`src/hw/rtl/rppr_pkg.sv`:
```
// shared types, constants and the frequency table builder for the rotary pair rotator
package rppr_pkg;

    localparam int unsigned PAIR_W    = 5;
    localparam int unsigned BF_W      = 16;
    localparam int unsigned MAX_PAIRS = 32;

    localparam logic [47:0] BASE_TURNS = 48'd44798133900094;
    localparam logic [31:0] RATIO_Q32  = 32'd3220771105;
    localparam logic [31:0] TWO_PI_Q29 = 32'd3373259426;
    localparam logic [32:0] ONE_Q32    = 33'h1_0000_0000;

    localparam logic [15:0] BF_QNAN  = 16'h7FC0;
    localparam logic [15:0] BF_PINF  = 16'h7F80;
    localparam logic [15:0] BF_NINF  = 16'hFF80;
    localparam logic [15:0] BF_PZERO = 16'h0000;
    localparam logic [15:0] BF_NZERO = 16'h8000;

    typedef logic [MAX_PAIRS-1:0][47:0] t_freq_tab;

    // turns per position for each pair, one ratio step per entry
    function automatic t_freq_tab build_freq_tab();
        t_freq_tab  tab;
        logic [63:0] f;
        f = {16'b0, BASE_TURNS};
        for (int i = 0; i < int'(MAX_PAIRS); i++) begin
            tab[i] = f[47:0];
            f = ({32'b0, f[63:32]} * {32'b0, RATIO_Q32})
                + (({32'b0, f[31:0]} * {32'b0, RATIO_Q32}) >> 32);
        end
        return tab;
    endfunction

    // sideband carried alongside the datapath
    typedef struct packed {
        logic              bypass;
        logic              inverse;
        logic [PAIR_W-1:0] pair_index;
        logic [BF_W-1:0]   real_v;
        logic [BF_W-1:0]   imag_v;
    } t_side;

    // series evaluation state
    typedef struct packed {
        logic [2:0]  oct;
        logic [31:0] x;
        logic [31:0] x2;
        logic [32:0] s;
        logic [32:0] c;
    } t_horner;

    // sine and cosine as sign and Q1.16 magnitude
    typedef struct packed {
        logic [16:0] s_mag;
        logic        s_neg;
        logic [16:0] c_mag;
        logic        c_neg;
    } t_trig;

    typedef enum logic [1:0] {
        KIND_FIN,
        KIND_INF,
        KIND_NAN
    } t_kind;

    typedef struct packed {
        t_kind              kind;
        logic               neg;
        logic               zero;
        logic [24:0]        m;
        logic signed [9:0]  e;
    } t_term;

    typedef struct packed {
        logic               done;
        logic [15:0]        bits;
        logic               neg;
        logic [27:0]        m;
        logic signed [9:0]  e;
    } t_sum;

endpackage

```
`src/hw/rtl/rppr_combine.sv`:
```
// products, exact sums and bfloat16 rounding for both outputs
module rppr_combine (
    input  logic                        i_clk,
    input  logic                        i_rst_n,
    input  logic                        i_en,
    input  logic                        i_valid,
    input  rppr_pkg::t_side             i_side,
    input  rppr_pkg::t_trig             i_trig,
    output logic                        o_valid,
    output logic [rppr_pkg::BF_W-1:0]   o_real,
    output logic [rppr_pkg::BF_W-1:0]   o_imag,
    output logic [rppr_pkg::PAIR_W-1:0] o_pair
);
    import rppr_pkg::*;

    // bf16 times signed Q1.16, exact, not yet normalized
    function automatic t_term make_term(logic [15:0] bf, logic [16:0] mag, logic qneg);
        t_term      t;
        logic [7:0] ex;
        logic [7:0] mant;
        ex   = bf[14:7];
        mant = (ex == 8'd0) ? {1'b0, bf[6:0]} : {1'b1, bf[6:0]};
        t.neg  = bf[15] ^ qneg;
        t.m    = {17'b0, mant} * {8'b0, mag};
        t.zero = (t.m == '0);
        t.e    = (ex == 8'd0) ? -10'sd149 : ($signed({2'b0, ex}) - 10'sd150);
        if (ex == 8'hFF) begin
            t.kind = ((bf[6:0] != '0) || (mag == '0)) ? KIND_NAN : KIND_INF;
        end else begin
            t.kind = KIND_FIN;
        end
        return t;
    endfunction

    function automatic logic [4:0] lzc25(logic [24:0] v);
        logic [4:0] n;
        logic       found;
        n     = '0;
        found = 1'b0;
        for (int i = 24; i >= 0; i--) begin
            if (!found) begin
                if (v[i]) found = 1'b1;
                else n = n + 5'd1;
            end
        end
        return n;
    endfunction

    function automatic logic [4:0] lzc28(logic [27:0] v);
        logic [4:0] n;
        logic       found;
        n     = '0;
        found = 1'b0;
        for (int i = 27; i >= 0; i--) begin
            if (!found) begin
                if (v[i]) found = 1'b1;
                else n = n + 5'd1;
            end
        end
        return n;
    endfunction

    function automatic t_term norm_term(t_term t);
        t_term      r;
        logic [4:0] lz;
        r  = t;
        lz = lzc25(t.m);
        if (!t.zero) begin
            r.m = t.m << lz;
            r.e = t.e - $signed({5'b0, lz});
        end
        return r;
    endfunction

    // aligned add with sticky jam, or the special result
    function automatic t_sum add_terms(t_term a, t_term b);
        t_sum               r;
        t_term              big, sml;
        logic signed [10:0] d;
        logic [27:0]        av;
        logic [26:0]        bext, bv;
        logic               sticky;
        r      = '0;
        big    = a;
        sml    = b;
        bv     = '0;
        sticky = 1'b0;
        if (a.kind == KIND_NAN || b.kind == KIND_NAN) begin
            r.done = 1'b1;
            r.bits = BF_QNAN;
        end else if (a.kind == KIND_INF && b.kind == KIND_INF) begin
            r.done = 1'b1;
            r.bits = (a.neg != b.neg) ? BF_QNAN : (a.neg ? BF_NINF : BF_PINF);
        end else if (a.kind == KIND_INF) begin
            r.done = 1'b1;
            r.bits = a.neg ? BF_NINF : BF_PINF;
        end else if (b.kind == KIND_INF) begin
            r.done = 1'b1;
            r.bits = b.neg ? BF_NINF : BF_PINF;
        end else if (a.zero && b.zero) begin
            r.done = 1'b1;
            r.bits = (a.neg && b.neg) ? BF_NZERO : BF_PZERO;
        end else begin
            if (a.zero || (!b.zero && ($signed(b.e) > $signed(a.e)))) begin
                big = b;
                sml = a;
            end
            d    = {big.e[9], big.e} - {sml.e[9], sml.e};
            av   = {1'b0, big.m, 2'b0};
            bext = {sml.m, 2'b0};
            if (!sml.zero) begin
                if (d >= 11'sd27) begin
                    bv = 27'd1;
                end else begin
                    bv     = bext >> d[4:0];
                    sticky = |(bext & ~(27'h7FF_FFFF << d[4:0]));
                    bv[0]  = bv[0] | sticky;
                end
            end
            r.e = big.e;
            if (big.neg == sml.neg) begin
                r.m   = av + {1'b0, bv};
                r.neg = big.neg;
            end else if (av >= {1'b0, bv}) begin
                r.m   = av - {1'b0, bv};
                r.neg = big.neg;
            end else begin
                r.m   = {1'b0, bv} - av;
                r.neg = sml.neg;
            end
            if (r.m == '0) begin
                r.done = 1'b1;
                r.bits = BF_PZERO;
            end
        end
        return r;
    endfunction

    // nearest even rounding of a normalized 28-bit window, subnormals included
    function automatic logic [15:0] round_pack(logic neg, logic [27:0] m,
                                               logic signed [10:0] eu);
        logic [7:0]  sh;
        logic [28:0] m29, rr, half;
        logic [8:0]  q;
        logic [10:0] ebias;
        logic [16:0] b17;
        m29   = {1'b0, m};
        ebias = 11'(eu + 11'sd126);
        rr    = '0;
        half  = '0;
        if (eu >= -11'sd126) sh = 8'd20;
        else sh = 8'(-11'sd106 - eu);
        if (sh >= 8'd29) begin
            q = '0;
        end else begin
            q    = 9'(m29 >> sh);
            rr   = m29 & ((29'd1 << sh) - 29'd1);
            half = 29'd1 << (sh - 8'd1);
            if (rr > half || (rr == half && q[0])) q = q + 9'd1;
        end
        if (eu >= -11'sd126) b17 = {2'b0, ebias[7:0], 7'b0} + {8'b0, q};
        else b17 = {8'b0, q};
        if (b17 >= 17'h07F80) b17 = 17'h07F80;
        return {neg, b17[14:0]};
    endfunction

    logic [4:0] r_v;
    t_side      r_sd [5];
    t_term      r_t1 [4];
    t_term      r_t2 [4];
    t_sum       r_s3 [2];
    t_sum       r_s4 [2];
    logic signed [10:0] r_eu [2];
    logic [15:0] r_re, r_im;

    t_term n_t1 [4];
    t_sum  n_s4 [2];
    logic signed [10:0] n_eu [2];
    logic [4:0] lz [2];

    // products: re*c, -(im*s), re*s, im*c
    assign n_t1[0] = make_term(i_side.real_v, i_trig.c_mag, i_trig.c_neg);
    assign n_t1[1] = make_term(i_side.imag_v, i_trig.s_mag, !i_trig.s_neg);
    assign n_t1[2] = make_term(i_side.real_v, i_trig.s_mag, i_trig.s_neg);
    assign n_t1[3] = make_term(i_side.imag_v, i_trig.c_mag, i_trig.c_neg);

    // sum normalization
    always_comb begin
        for (int k = 0; k < 2; k++) begin
            lz[k]   = lzc28(r_s3[k].m);
            n_s4[k] = r_s3[k];
            n_s4[k].m = r_s3[k].m << lz[k];
            n_eu[k] = {r_s3[k].e[9], r_s3[k].e} + 11'sd25 - $signed({6'b0, lz[k]});
        end
    end

    // valid bits
    always_ff @(posedge i_clk) begin
        if (!i_rst_n) begin
            r_v <= '0;
        end else if (i_en) begin
            r_v <= {r_v[3:0], i_valid};
        end
    end

    // payload stages
    always_ff @(posedge i_clk) begin
        if (i_en) begin
            r_sd[0] <= i_side;
            for (int i = 1; i < 5; i++) begin
                r_sd[i] <= r_sd[i-1];
            end
            for (int k = 0; k < 4; k++) begin
                r_t1[k] <= n_t1[k];
                r_t2[k] <= norm_term(r_t1[k]);
            end
            r_s3[0] <= add_terms(r_t2[0], r_t2[1]);
            r_s3[1] <= add_terms(r_t2[2], r_t2[3]);
            r_s4    <= n_s4;
            r_eu    <= n_eu;
            if (r_sd[3].bypass) begin
                r_re <= r_sd[3].real_v;
                r_im <= r_sd[3].imag_v;
            end else begin
                r_re <= r_s4[0].done ? r_s4[0].bits
                                     : round_pack(r_s4[0].neg, r_s4[0].m, r_eu[0]);
                r_im <= r_s4[1].done ? r_s4[1].bits
                                     : round_pack(r_s4[1].neg, r_s4[1].m, r_eu[1]);
            end
        end
    end

    assign o_valid = r_v[4];
    assign o_real  = r_re;
    assign o_imag  = r_im;
    assign o_pair  = r_sd[4].pair_index;

endmodule

```
`config.mk`:
```
export PLATFORM = sky130hd
export DESIGN_NAME = rppr_combine
export DESIGN_NICKNAME = d
export VERILOG_FILES = /design/src/hw/rtl/rppr_pkg.sv /design/src/hw/rtl/rppr_combine.sv
export SDC_FILE = /design/constraint.sdc
export NUM_CORES = 2
export LEC_CHECK = 0
export BUFFER_PORTS_ARGS = -buffer_cell sky130_fd_sc_hd__clkbuf_2
export CORE_ASPECT_RATIO = 1.5
export CORE_MARGIN = 5
export CORE_UTILIZATION = 57
export DETAILED_ROUTE_END_ITERATION = 8
export PLACE_DENSITY = 0.81
export RECOVER_POWER = 100
export SYNTH_ARGS = -nofsm -noshare
export SYNTH_HDL_FRONTEND = slang
export SYNTH_SLANG_ARGS = --single-unit
```
`constraint.sdc`:
```
create_clock -name i_clk -period 31.2 [get_ports i_clk]
set_input_delay 3.12 -clock i_clk [delete_from_list [all_inputs] [get_ports i_clk]]
set_output_delay 3.12 -clock i_clk [all_outputs]
set_load 0.01 [all_outputs]
```
Word-level counts from Yosys, hierarchy flattened
Memories as Yosys holds them, arrays and structs flattened.
Index checks and enable logic that the tools add are counted.
{"block": "totals", "mem_count": 4, "romBits": 0, "input_bits": 79, "latch_bits": 0, "out_inout_bits": 38, "reg_bits": 151, "ramBits": 619, "elab_cells": 1234}
{"block": "op_classes", "n_addsub": 180, "eq_ne": 16, "n_bitwise": 12, "n_mux": 938, "mul": 4, "reduce_logical": 37, "n_shift": 16, "div_mod_pow": 0, "magnitude_cmp": 14}
{"name": "r_sd", "words": 5, "width": 39, "rd": 5, "rd_ports_with_merged_regs": 0, "wr": 5, "line_no": "rppr_combine.sv:168", "rtl": "t_side r_sd [5];"}
{"name": "r_t1", "words": 4, "width": 39, "rd": 4, "rd_ports_with_merged_regs": 0, "wr": 4, "line_no": "rppr_combine.sv:169", "rtl": "t_term r_t1 [4];"}
{"name": "r_t2", "words": 4, "width": 39, "rd": 4, "rd_ports_with_merged_regs": 0, "wr": 4, "line_no": "rppr_combine.sv:170", "rtl": "t_term r_t2 [4];"}
{"name": "r_s3", "words": 2, "width": 56, "rd": 2, "rd_ports_with_merged_regs": 0, "wr": 2, "line_no": "rppr_combine.sv:171", "rtl": "t_sum r_s3 [2];"}
{"op": "$mux W5", "n": 400}
{"op": "$mux W37", "n": 28}
{"op": "$add A5 B1 Y5 const B", "n": 150}
{"op": "$mux W39", "n": 12}
{"op": "$mux W29", "n": 16}
{"op": "$mux W27", "n": 16}
{"op": "$mux W1", "n": 398}
{"op": "$mux W17", "n": 18}
{"op": "$mux W35", "n": 8}
{"op": "$mux W16", "n": 14}
{"op": "$shl A1 B8 Y29 const A", "n": 4}
{"op": "$sub A27 B27 Y28", "n": 4}
{"op": "$logic_not A25 Y1", "n": 4}
{"op": "$mul A8 B17 Y25", "n": 4}
{"op": "$shl A25 B5 Y25", "n": 4}
{"op": "$mux W9", "n": 8}
{"op": "$mux W8", "n": 8}
{"op": "$and A28 B29 Y29", "n": 2}
{"op": "$eq A29 B29 Y1", "n": 2}
{"op": "$gt A29 B29 Y1", "n": 2}
{"op": "$sub A29 B1 Y29 const B", "n": 2}
{"op": "$add A27 B27 Y28", "n": 2}
{"op": "$logic_not A28 Y1", "n": 2}
{"op": "$shl A28 B5 Y28", "n": 2}
{"op": "38 further kinds", "n": 107}

Logic depth before layout (Yosys ltp)
An unclocked memory read counts as a cell.
{"block": "depth", "word_depth": 102, "ltp_mapped": 87, "ltp_nobuf": 86}

Worst setup path before layout
Ideal clock, no wire load.
{"block": "synth_timing", "path_kind": "register -> register", "startpoint": "memory r_t1[1][32] (netlist bit)", "endpoint": "memory r_t2[1][7] (netlist bit) (data pin)", "period_less_slack_ns": 16.359, "t_arrival_ns": 16.097, "path_stages_with_launch": 84, "path_buffers": 3, "setup_ns": 0.263, "t_required_ns": 30.937, "path_slack_ns": 14.841, "path_cell_list": "edfxtp_1 -> buf_6 -> a21o_1 -> inv_1 -> ha_1 -> o31a_1 -> ha_1 -> mux2_2 -> o31a_1 -> ha_1 -> nand2_1 -> nand2_1 -> ha_1 -> mux2_2 -> mux2_2 -> ha_1 -> mux2i_1 -> a2111oi_0 -> [... 48 more ...] -> o31ai_1 -> ha_1 -> a21o_1 -> ha_1 -> mux2_2 -> ha_1 -> mux2i_1 -> o21ai_0 -> a21oi_1 -> buf_2 -> clkbuf_1 -> ha_1 -> a21o_1 -> a21o_1 -> a21o_1 -> a211o_1 -> nor3_1 -> xnor2_1"}
{"item": "from (decl)", "line_no": "rppr_combine.sv:169"}
{"item": "to (decl)", "line_no": "rppr_combine.sv:170"}

==> results by group <==
Finish
  • P&R area growth vs syn: 4.325%
  • Net count, final: ~11,000
  • Post-route non-filler standard cell count: between 10,000 and 15,000
  • Final instance area: 89,550 um^2
  • Leading cell types in the layout, fill and taps excluded: 1,357 x sky130_fd_sc_hd__nand2_1, 927 x sky130_fd_sc_hd__nor2_1, 823 x sky130_fd_sc_hd__inv_1
  • Share of final-layout standard cells stronger than drive strength 1: 4.655%
  • Layout Utilization: between 50% and 60%
  • Most common library cell in the layout ignoring fill and taps: sky130_fd_sc_hd__nand2_1

Logic synthesis
  • Number of cells produced by synthesis: 10,421
  • Synth Flop Type: sky130_fd_sc_hd__edfxtp_1
  • Async set-reset flop share out of synthesis: 0%
  • Number of flops mapped to enable cells by yosys: 653
  • Flip-flop and latch count after synthesis: approximately 660
  • Sequential-to-total area share from yosys stat: 22.96%
  • Cell area after synthesis: 85,840 um^2
  • Synthesized netlist net count: around 11,000
  • Ys Warns: 0
  • Per-instance average area after synthesis: approximately 8 um^2
  • Yosys cell types: 128

Timing
  • Worst Hold Margin: approximately 0.41 ns
  • Tcrit/Tclk final: 62.84%
  • Unrepaired setup endpoints after global routing: no
  • Slew Limit Fails: 2,075
  • Final-layout setup total negative slack: 0 ns
  • Number of hold violations in the final report: 0
  • Slew margin rel.: -414.0%
  • Skew final: 0.03371 ns
  • Top achievable clock speed: approximately 50 MHz
  • Setup-violating endpoint count in the final report: 0
  • Least-Margin Pin Slew: 7.709 ns
  • Post-layout minimum cycle time: 19.61 ns

Setup path
  • Top cell by count, worst path: sky130_fd_sc_hd__ha_1
  • Startpoint of the worst register-to-register path: r_t1[1][32]$_DFFE_PP_
  • Endpoint kind of the worst setup timing path: flip-flop
  • Max FO, Critical Path: 43
  • Setup Crit Path Kind: reg -> reg
  • Biggest cell delay along the critical path: 1.49 ns
  • Slowest cell on the critical path: sky130_fd_sc_hd__clkbuf_1
  • Arrival time of the worst setup path: around 20 ns
  • Element type at the critical path start: flip-flop
  • CP bufs+invs: 3
  • Category of cells accounting for the largest share of critical-path delay: adder cells
  • CP required: roughly 32 ns
  • Timing startpoint of the critical path: r_t1[1][32]$_DFFE_PP_

GRT
  • Sum of overflow across all layers after global routing: 0
  • Pin count of the biggest net entering global routing: 149
  • Total Routing Usage GR: 30.38%
  • Antenna violations before repair: 21
  • Via count of the first global-routing pass: 76,932
  • Global-route wire length before repair: 398.0 mm

Outcome
  • Violations in the final reports: max-capacitance violations, max-slew violations
  • Status: complete, but fails checks

Routing
  • Routed vias/inst: 6.426
  • Via Count: 78,099
  • Routed Antenna Nets: 0
  • First drt pass iteration count: 9
  • DRT Wirelength: 250.6 mm
  • Wirelength per Cell: 20.62 um
  • Count of unresolved DRC violations after routing: 0
  • DR iter-0 viols: 7,474

Die
  • Row count: roughly 170
  • Placeable core region: approximately 150,000 um^2
  • Die Span X: 326.9 um
  • I/O pin count: 117
  • Total die area: 158,600 um^2
  • Die boundary height: 485.3 um
  • Initial Utilization: 57.31%

Clock network
  • Hold buffer count at cts: 0
  • Post-cts repair resize count: 0
  • Number of buffers on the longest clock path: 3
  • Clock Latency Late Sink: 0.66 ns
  • Clock buffer count from CTS: 68
  • Clock tree root driver cell: sky130_fd_sc_hd__clkbuf_16
  • # H-tree levels: 3
  • TritonCTS clock tree: yes
  • Clock slew at reported path FFs: 0.07 ns
  • Clock sink count: 658
  • # Post-CTS Setup Buffers: 0

Placement
  • Weighted congestion reported at the end of routability-driven placement: 1.029
  • Number of port buffers: 115
  • DPL Wire Length: 194.5 mm
  • Placed cells: 12,018
  • Instance area at placement: 87,470 um^2

Power and ir drop
  • Cell leakage power: 37.96 nW
  • Pwr Density: around 84 nW/um^2
  • Worst vdd ir: between 60 and 70 uV

Worst hold path
  • Worst min-delay path class: reg -> reg
  • Hold Path Origin: r_sd[0][79]$_DFFE_PP_

Run
  • Max capacitance violation total: 45
-- area by class of cell --
class | instances | area, um^2
sequential | 658 | 19710
antenna | 12 | 30.03
tap | 1936 | 2422
fill | 13037 | 60230
clock buffer | 81 | 1772
multi-input combinational | 8380 | 60800
timing repair buffer | 213 | 1076
inverter | 831 | 3119
clock inverter | 42 | 616.8
-- path summary, 6_finish.rpt --
kind	endpoint	slack [ns]	cells after the start
max	r_t2[1][7]$_DFFE_PP_	11.59	79
min	r_sd[0][118]$_DFFE_PP_	0.41	0
max reg2reg	r_t2[1][7]$_DFFE_PP_	11.59	79
min reg2reg	r_sd[0][118]$_DFFE_PP_	0.41	0
-- synthesized netlist by cell type (all sizes together), types with 107 or more instances --
library cell  instances  share of area (%)
a21o                127                1.1
nor3                217                1.3
o21ai               560                3.3
nand2              1358                5.9
nand3               204                1.2
nor2                932                4.1
nor4                118                1.0
a211oi              107               0.96
xnor2               364                3.8
ha                  623                9.1
edfxtp              653                 23
nand2b              120               0.87
a21oi               600                3.5
mux2i               455                5.3
xor2                123                1.3
buf                 124               0.79
clkbuf              427                1.9
and2                365                2.7
inv                 829                3.6
fa                  372                8.7
nor2b               184                1.3
-- registers in the layout (all words and copies together) (netlist names) --
name / count
o_imag: 16
o_real: 16
r_eu: 22
r_t1: 134
r_s3: 86
r_v: 5
r_s4: 66
r_t2: 156
r_sd: 157
-- power by group --
group / switching (W) / leakage, nW / internal, W
sequential: 0.000327 / 6.49 / 0.00128
combinational: 0.00307 / 30.3 / 0.00196
clock: 0.000364 / 1.16 / 0.000513
total: 0.00376 / 38.0 / 0.00375
-- through the flow --
stage / worst slack, ns / power, W
finish: 11.59 / 0.007508
global route: 10.25 / 0.008109
CTS: 12.67 / 0.007427
detailed placement: 12.78 / 0.006523
global placement: 13.50 / 0.006367
floorplan: 14.84 / 0.005241
-- per-layer routing --
layer | routed length [um] | global-route usage (%) | part of all wire, % | vias to the layer above
met5 | 86 | 0 | 0.034 | -
met4 | 17840 | 18.49 | 7.1 | 12
met3 | 17880 | 4.456 | 7.1 | 1054
met2 | 123300 | 53.82 | 49 | 3570
met1 | 91510 | 34.53 | 37 | 37201
li1 | - | - | - | 36262
-- logic make-up after synthesis --
kind of cell,after synthesis,synth area share [%]
DFF,658,22.96
adders and majority gates,1014,17.98
and+or+nand+nor,3942,22.04
buffers and inverters,1383,6.304
muxes,574,7.212
AOI/OAI and AO/OA,2342,17.80
xor gates and xnor gates,508,5.696
Note: power is estimated with default switching activity, not from simulation.
